File: src/rtl/tcw_pkg.sv
// ----------------------------------------------------------------------------
// tcw_pkg: shared constants and types for the text console character writer
// Screen geometry, character and cell codes, and the cursor bundle passed
// from the cursor unit to the controller.
// ----------------------------------------------------------------------------
package tcw_pkg;

	// Screen geometry and the widths of the index, column and row fields.
	localparam int COLUMNS = 80;
	localparam int ROWS    = 25;
	localparam int NCELLS  = COLUMNS * ROWS;

	localparam int IDX_W = 11;
	localparam int COL_W = 7;
	localparam int ROW_W = 5;

	// Character and cell codes.
	localparam logic [7:0]  NEWLINE_CODE = 8'h0A;
	localparam logic [7:0]  SPACE_CODE   = 8'h20;
	localparam logic [15:0] ATTR_MASK    = 16'hFF00;
	localparam logic [15:0] BLANK_CELL   = 16'h0720;

	// Cursor view: the cell under the cursor and the cursor after one request.
	typedef struct packed {
		logic [IDX_W-1:0] idx;
		logic [COL_W-1:0] col_nxt;
		logic [ROW_W-1:0] row_nxt;
		logic             wrap;
	} cursor_t;

endpackage

File: src/rtl/tcw_cursor.sv
// ----------------------------------------------------------------------------
// tcw_cursor: cursor position register and next-position logic
// Holds column and row, gives the linear cell index under the cursor and the
// position after the pending character, including wrap and screen overflow.
// ----------------------------------------------------------------------------
module tcw_cursor (
	input  logic             clk,
	input  logic             arst_n,
	input  logic             advance,
	input  logic             is_newline,
	output tcw_pkg::cursor_t cur
);

	logic [tcw_pkg::COL_W-1:0] col_q;
	logic [tcw_pkg::ROW_W-1:0] row_q;
	logic [tcw_pkg::COL_W:0]   col_inc;
	logic [tcw_pkg::ROW_W:0]   row_inc;
	logic [tcw_pkg::COL_W:0]   col_n;
	logic [tcw_pkg::ROW_W:0]   row_n;

	// Linear index of the cell under the cursor, and the next position: newline
	// or row end moves to the next row; past the last row the cursor goes home.
	always_comb begin
		cur.idx = tcw_pkg::IDX_W'(row_q) * tcw_pkg::IDX_W'(tcw_pkg::COLUMNS)
		        + tcw_pkg::IDX_W'(col_q);
		col_inc = {1'b0, col_q} + 1'b1;
		row_inc = {1'b0, row_q} + 1'b1;
		if (is_newline || (col_inc >= (tcw_pkg::COL_W+1)'(tcw_pkg::COLUMNS))) begin
			col_n = '0;
			row_n = row_inc;
		end else begin
			col_n = col_inc;
			row_n = {1'b0, row_q};
		end
		cur.wrap = (row_n >= (tcw_pkg::ROW_W+1)'(tcw_pkg::ROWS));
		if (cur.wrap) begin
			col_n = '0;
			row_n = '0;
		end
		cur.col_nxt = col_n[tcw_pkg::COL_W-1:0];
		cur.row_nxt = row_n[tcw_pkg::ROW_W-1:0];
	end

	// Position register.
	always_ff @(posedge clk or negedge arst_n) begin
		if (!arst_n) begin
			col_q <= '0;
			row_q <= '0;
		end else if (advance) begin
			col_q <= cur.col_nxt;
			row_q <= cur.row_nxt;
		end
	end

endmodule

File: config.mk
export PLATFORM = sky130hd
export DESIGN_NAME = tcw_cursor
export DESIGN_NICKNAME = d
export VERILOG_FILES = /design/src/rtl/tcw_pkg.sv /design/src/rtl/tcw_cursor.sv
export SDC_FILE = /design/constraint.sdc
export NUM_CORES = 1
export LEC_CHECK = 0
export ABC_AREA = 1
export BUFFER_PORTS_ARGS = -buffer_cell sky130_fd_sc_hd__buf_2
export CORE_MARGIN = 2
export CORE_UTILIZATION = 40
export CTS_CLUSTER_SIZE = 14
export DETAILED_ROUTE_END_ITERATION = 16
export PLACE_DENSITY = 0.63
export SYNTH_ARGS = -nofsm -noshare
export SYNTH_HDL_FRONTEND = slang
export SYNTH_SLANG_ARGS = --single-unit
File: constraint.sdc
create_clock -name clk -period 2.4 [get_ports clk]
set_input_delay 0.36 -clock clk [delete_from_list [all_inputs] [get_ports clk]]
set_output_delay 0.36 -clock clk [all_outputs]
set_load 0.005 [all_outputs]
==> impl_metrics.py, run 1 <==
metrics = {
    "setup_path": {
        "cp_max_fo": 7,
        "cp_slowest_stage_delay_ns": 0.42,
        "critPathSlowestCell": "dfrtp_1",
        "reg2reg_to": "row_q[3]$_DFFE_PN0P_",
        "crit_buf_inv": 2,
        "r2r-start": "col_q[1]$_DFFE_PN0P_",
        "regToRegSetupSlack_ns": 0.14,
        "worstSetupPathType": "reg2out",
        "critPathArrivalTime_ns": 2.30,
        "worstSetupStartpointType": "flip-flop",
        "required_ns": 2.04,
        "crit_path_end_kind": "output pin",
        "cp_top_family": "simple AND/OR/NAND/NOR gates",
        "ff2ff_path_depth": 16,
        "crit_chain": "buf_6 -> nand3_4 -> o21bai_1 -> nand2_2 -> nand2_2 -> nand2_4 -> nand2_4 -> nand2_1 -> nand2_2 -> nand3_2 -> nand2_4 -> nand2_8 -> nor3_2 -> buf_2",
    },
    "drt": {
        "drt_iter0_drc": 49,
        "wl_per_cell_um": 13.8,
        "drt_wl_total_mm": 3.91,
        "drc_errors": 0,
        "drt-vias-per-instance": 4.95,
        "vias": 1402,
        "ant_nets": 0,
        "drtPass1Iterations": 4,
    },
    "synthesis": {
        "syn_area_um2": 1290,
        "yosysWarnings": 0,
        "synthCells": 181,
        "synth_edf_count": 0,
        "ys_seq_elements": 12,
        "syn_nets": 198,
        "ys_seq_area_frac": 0.232,
        "synth_cell_types": 24,
        "syn_area_per_cell_um2": 7.15,
        "synthFlopType": "dfrtp_1",
        "async_flop_share": 1.00,
    },
    "timing": {
        "finalWorstSetupSlack_ns": -0.262,
        "final_max_slew_viol_count": 0,
        "relSlewSlack": 0.754,
        "rsz0062_at_grt": "yes",
        "fin_skew_ns": 0.00221,
        "tightest_slew_ns": 0.369,
        "setup_viol": 16,
        "hold_violations": 0,
        "hold_slack_ns": 0.471,
        "max_freq_mhz": 376,
        "period_share": 1.11,
        "min_period_ns": 2.66,
    },
    "placed_design": {
        "hpwl_mm": 2.39,
        "place_area_um2": 1500,
        "gp_congestion": 0.843,
        "dp.cells": 253,
        "io_buffers": 27,
    },
    "floorplanning": {
        "core_um2": 3050,
        "die-width_um": 60.9,
        "fp.dieArea_um2": 3710,
        "io_pins": 28,
        "rows": 20,
        "initial_utilization": 0.424,
        "die_y_um": 60.9,
    },
    "cells_and_area": {
        "final_core_utilization": 0.646,
        "fill_cells": 268,
        "antenna_cells": 0,
        "fin_cells": 283,
        "final_net_count": 258,
        "design_area_um2": 1970,
        "layout-drive-gt1-share": 0.515,
        "area_delta_synth_final_pct": 52.4,
    },
    "hold_path": {
        "hold_end": "row_q[4]$_DFFE_PN0P_",
        "worstHoldPathType": "in2reg",
        "min_from": "advance",
        "min_path_cells": 3,
    },
    "pwr": {
        "pwr-share-comb": 0.716,
        "swShare": 0.440,
        "p_int_w": 0.000795,
        "peakVddDrop_mv": 0.401,
        "p_leak_nw": 1.03,
        "p_per_area_nw_per_um2": 720,
        "netSwitchingPower_w": 0.000625,
        "clkPwrFrac": 0.090,
        "seqPwrFrac": 0.194,
    },
    "global_route": {
        "grt_pass1_vias": 1257,
        "grt_overflow_total": 0,
        "grt_start_max_net_pins": 15,
        "antenna_found_initial": 0,
        "grt_pass1_wl_mm": 5.53,
        "track_usage": 0.200,
    },
    "run_status": {
        "status": "complete, but fails checks",
        "violations": "setup timing",
    },
    "cts": {
        "cts_max_level": 1,
        "cts_tree": "done",
        "clock_latency_ns": 0.27,
        "path_clk_slew_ns": 0.08,
        "cts_root_buf": "clkbuf_4",
        "cts_buffers": 3,
        "clk_path_buf_depth": 2,
        "cts_sinks": 12,
    },
    "run": {
        "maxCapViolations": 0,
    },
}
==> per-stage QoR <==
stage | TNS (ns) | worst slack, ns | total power (W)
6_report | -2.94 | -0.262 | 0.00142
5_1_grt | -4.60 | -0.372 | 0.00154
4_1_cts | -1.31 | -0.128 | 0.00118
3_5_place_dp | 0 | 0.0885 | 0.000922
3_3_place_gp | 0 | 0.127 | 0.000911
2_1_floorplan | 0 | 0.109 | 0.000696
==> synthesized netlist by cell type (2+ instances only) <==
cell type  count  area [um^2]
ha_1          11          138
nand3_1       14         70.1
buf_4          4         30.0
nand2_1       43          161
nor2_1        16         60.1
xor2_1        11         96.3
clkbuf_1       3         11.3
fa_1           2         40.0
nand2_2        2         12.5
dfrtp_1       12          300
o21ai_0        2         10.0
nand4_1       13         81.3
inv_1         26         97.6
nor3_1         3         15.0
nor3_2         4         40.0
nand2_4        3         33.8
xnor2_1        2         17.5
buf_6          2         22.5
a21oi_1        3         15.0
==> how the worst max path moves through the flow <==
stage                                    start       to  slack [ns]  depth (start not counted)
final                     col_q[1]$_DFFE_PN0P_   cur[7]       -0.26                         14
after global placement    row_q[0]$_DFFE_PN0P_  cur[23]        0.13                          8
after floorplan           col_q[0]$_DFFE_PN0P_   cur[1]        0.11                         13
after detailed placement  row_q[0]$_DFFE_PN0P_  cur[23]        0.09                          8
after CTS                 row_q[3]$_DFFE_PN0P_  cur[23]       -0.13                          9
after global routing      col_q[1]$_DFFE_PN0P_   cur[8]       -0.37                         14
==> registers in the layout, summed over array words and instances, names as in the netlist <==
name,cells
row_q,5
col_q,7
==> power groups by stage <==
stage                     logic (W)  registers (W)  clock network, W
after floorplan            0.000412       0.000284                 0
after global placement     0.000631       0.000281                 0
after detailed placement   0.000641       0.000281                 0
after CTS                  0.000768       0.000282          0.000127
after global routing        0.00112       0.000279          0.000137
final                       0.00102       0.000275          0.000127
==> logic make-up (layout without fill, tap and decap cells) <==
kind of cell,Yosys count,after routing,share of synthesized area
AOI/OAI and AO/OA,6,6,0.0251
xor gates and xnor gates,13,13,0.0880
buffers and inverters,36,93,0.129
and+or+nand+nor,101,102,0.389
DFF,12,12,0.232
adders and majority gates,13,13,0.137
==> tightest hold or removal path: cells and delay by family <==
family	cells	cell delay, ns
AND/OR/NAND/NOR	2	0.16
buffers and inverters	1	0.19
==> layout by cell type, fill, tap and decap left out <==
master and count:
nand2_4 4, nand3_1 7, buf_2 26, buf_6 4, a21oi_1 3, nor3_4 1, xor2_1 9, nand3_2 7
ha_4 3, dfrtp_2 6, ha_1 7, nor2_1 10, nor2_4 5, o21bai_1 1, nand2_8 2, dlygate4sd3_1 1
o21ai_0 1, buf_4 33, dfrtp_1 6, nand2_1 31, xnor2_1 2, nor2_2 2, fa_2 1, ha_2 1
nor3_2 6, fa_1 1, nand4_1 13, inv_1 23, xor2_2 2, inv_2 3, nand3_4 1, nand3b_1 1
nand2_2 12, clkbuf_4 3, o21ai_2 1
==> cell type report <==
| type | count | area (um^2) | share of cell area |
|---|---|---|---|
| inverters | 26 | 97.6 | 0.0495 |
| multi-input cells | 134 | 1060 | 0.536 |
| repair buffers | 64 | 433 | 0.220 |
| well taps | 44 | 55.1 | 0.0279 |
| flip-flops and latches | 12 | 308 | 0.156 |
| clock buffers | 3 | 22.5 | 0.0114 |
==> layer usage <==
metal,vias to the layer above,global-route usage,share of wire
met4,0,0.0559,0.011
li1,692,-,-
met2,44,0.375,0.55
met5,-,0,0
met3,7,0.0213,0.038
met1,659,0.241,0.40
==> what timing repair did <==
item	CTS	global route
setup buffers	10	15
pin swaps	15	8
cloned	1	0
hold buffers	1	0
endpoints found under the setup margin	16	16
hold endpoints to repair	12	0
resized for setup	29	33
Power figures use the tool's default switching activity.
==> inputs of run 2 (changes only) <==
--- a/config.mk
+++ b/config.mk
@@ -11,7 +11,8 @@
 export CORE_UTILIZATION = 40
 export CTS_CLUSTER_SIZE = 14
 export DETAILED_ROUTE_END_ITERATION = 16
-export PLACE_DENSITY = 0.63
+export GPL_TIMING_DRIVEN = 0
+export PLACE_DENSITY = 0.61
 export SYNTH_ARGS = -nofsm -noshare
 export SYNTH_HDL_FRONTEND = slang
 export SYNTH_SLANG_ARGS = --single-unit
==> constraint.sdc (replaced) <==
create_clock -name clk -period 2.5 [get_ports clk]
set_input_delay 0.375 -clock clk [delete_from_list [all_inputs] [get_ports clk]]
set_output_delay 0.375 -clock clk [all_outputs]
set_load 0.005 [all_outputs]
==> impl_metrics.py, run 2 (synthesis gave the netlist of run 1 again) <==
metrics = {
    "global_route": {
        "busiest_layer": "met2",
        "grt_pass1_vias": 1178,
        "track_usage": 0.199,
        "grt_start_max_net_pins": 13,
        "grt_pass1_wl_mm": 5.45,
        "grtUsageMet2": 0.332,
        "antenna_found_initial": 0,
        "grt_use_met3": 0.0192,
        "grt_overflow_total": 0,
        "grt_use_met1": 0.270,
    },
    "cells_and_area": {
        "largestRegisters": "col_q (7), row_q (5)",
        "layout-drive-gt1-share": 0.513,
        "final_core_utilization": 0.650,
        "final_common_cell": "nand2_1",
        "design_area_um2": 1990,
        "layout_common_cells": "31 x nand2_1, 28 x buf_4, 27 x buf_2, 24 x inv_1, 13 x nand4_1",
        "final_net_count": 257,
        "antenna_cells": 0,
        "top_register": "col_q",
        "area_delta_synth_final_pct": 53.5,
        "largest_reg_flops": 7,
    },
    "timing": {
        "finalWorstSetupSlack_ns": -0.218,
        "relSlewSlack": 0.661,
        "hold_slack_ns": 0.386,
        "hold_violations": 0,
        "final_max_slew_viol_count": 0,
        "tns_ns": -2.45,
        "tightest_slew_ns": 0.509,
        "fin_skew_ns": 0.00544,
        "setup_viol": 14,
        "rsz0062_at_grt": "yes",
        "min_period_ns": 2.72,
        "period_share": 1.09,
        "max_freq_mhz": 368,
    },
    "cts": {
        "clk_path_buf_depth": 2,
        "path_clk_slew_ns": 0.07,
        "cts_max_level": 1,
        "cts_root_buf": "clkbuf_4",
        "clock_latency_ns": 0.27,
        "cts_tree": "done",
        "cts_buffers": 3,
        "cts_sinks": 12,
    },
    "pwr": {
        "peakVddDrop_mv": 0.285,
        "p_per_area_nw_per_um2": 661,
        "p_leak_nw": 1.03,
    },
    "floorplanning": {
        "die_y_um": 60.9,
        "fp.dieArea_um2": 3710,
        "core_um2": 3050,
        "initial_utilization": 0.424,
        "rows": 20,
        "io_pins": 28,
        "die-width_um": 60.9,
    },
    "setup_path": {
        "ff2ff_path_depth": 17,
        "worstSetupStartpointType": "flip-flop",
        "crit_chain": "buf_6 -> nand2_2 -> nor2_2 -> nand3_2 -> nor2_2 -> nor2_4 -> nand2_8 -> nand2_1 -> nand2_2 -> nand3_2 -> nand2_2 -> nand2_4 -> buf_4 -> nor3_4 -> buf_2",
        "cp_max_fo": 7,
        "crit_path_end_kind": "output pin",
        "critPathArrivalTime_ns": 2.34,
        "worstSetupPathType": "reg2out",
        "reg2reg_to": "col_q[6]$_DFFE_PN0P_",
        "required_ns": 2.12,
        "cp_slowest_stage_delay_ns": 0.42,
        "regToRegSetupSlack_ns": 0.22,
        "critPathMostFrequentCell": "nand2_2",
        "r2r-start": "col_q[1]$_DFFE_PN0P_",
        "critPathSlowestCell": "dfrtp_1",
    },
    "run": {
        "maxCapViolations": 0,
    },
    "drt": {
        "drtPass1Iterations": 4,
        "vias": 1432,
        "drc_errors": 0,
        "drt_wl_total_mm": 3.91,
        "drt_iter0_drc": 54,
        "wl_per_cell_um": 13.9,
        "drt-vias-per-instance": 5.08,
        "ant_nets": 0,
    },
    "placed_design": {
        "place_area_um2": 1480,
        "gp_congestion": 0.875,
        "io_buffers": 27,
        "hpwl_mm": 2.30,
    },
    "hold_path": {
        "hold_end": "row_q[1]$_DFFE_PN0P_",
        "min_path_cells": 3,
        "min_from": "advance",
        "worstHoldPathType": "in2reg",
    },
    "run_status": {
        "status": "complete, but fails checks",
        "violations": "setup timing",
    },
}
==> run 2: cell types whose count changed in the layout (fill, tap and decap cells not counted), moves of 2 or more <==
cell | previous run | this run
dfrtp_1 | 6 | 4
clkbuf_1 | 0 | 2
nor2_4 | 5 | 2
nand2_4 | 4 | 6
nor2_2 | 2 | 4
nand2_2 | 12 | 10
buf_4 | 33 | 28
dfrtp_2 | 6 | 8
==> run 2: what timing repair did <==
item                                   in CTS  in global routing
setup endpoints to repair                  16                 15
endpoints found under the hold margin      12                  0
pin swaps                                   7                 19
hold buffers                                1                  0
resized for setup                          33                 30
gates cloned                                0                  1
setup buffers                              13                 13
==> run 2: per-layer routing <==
| layer | part of all wire | vias up | routed length (um) |
|---|---|---|---|
| met2 | 0.51 | 45 | 1990 |
| met3 | 0.035 | 10 | 136 |
| met1 | 0.44 | 680 | 1720 |
| met4 | 0.019 | 0 | 74 |
| li1 | - | 697 | - |
| met5 | 0 | - | 0 |
==> run 2: stage by stage <==
| step | total power (W) | cells | setup slack, ns |
|---|---|---|---|
| after floorplan | 0.000668 | 181 | 0.194 |
| after global placement | 0.000851 | 252 | -0.160 |
| after detailed placement | 0.000861 | 252 | -0.172 |
| after CTS | 0.00114 | 268 | -0.146 |
| after global routing | 0.00141 | 282 | -0.321 |
| final | 0.00131 | 282 | -0.218 |
==> run 2: worst max-delay path by stage <==
stage / from / to / slack (ns) / cells past startpoint
after floorplan: col_q[0]$_DFFE_PN0P_ / cur[1] / 0.19 / 13
after global placement: col_q[0]$_DFFE_PN0P_ / cur[9] / -0.16 / 14
after detailed placement: col_q[0]$_DFFE_PN0P_ / cur[11] / -0.17 / 14
after CTS: col_q[1]$_DFFE_PN0P_ / cur[11] / -0.15 / 15
after global routing: col_q[1]$_DFFE_PN0P_ / cur[12] / -0.32 / 15
final: col_q[1]$_DFFE_PN0P_ / cur[12] / -0.22 / 15
==> run 2: worst max-delay path, delay by kind of cell (launching register included) <==
| family | cells | cell delay [ns] |
|---|---|---|
| simple gates | 12 | 1.22 |
| buf+inv | 3 | 0.41 |
| flops | 1 | 0.42 |
==> run 2: layout make-up <==
type / count / area (um^2)
tap: 44 / 55.1
sequential: 12 / 310
clock buffer: 3 / 22.5
buffer: 9 / 68.8
timing repair buffer: 55 / 379
fill: 279 / 1070
inverter: 26 / 97.6
multi-input combinational: 133 / 1050
==> run 2: power breakdown <==
part / leakage [nW] / switching [W] / internal, W
sequential: 0.148 / 0.0000553 / 0.000230
combinational: 0.871 / 0.000455 / 0.000453
clock: 0.0138 / 0.0000631 / 0.0000558
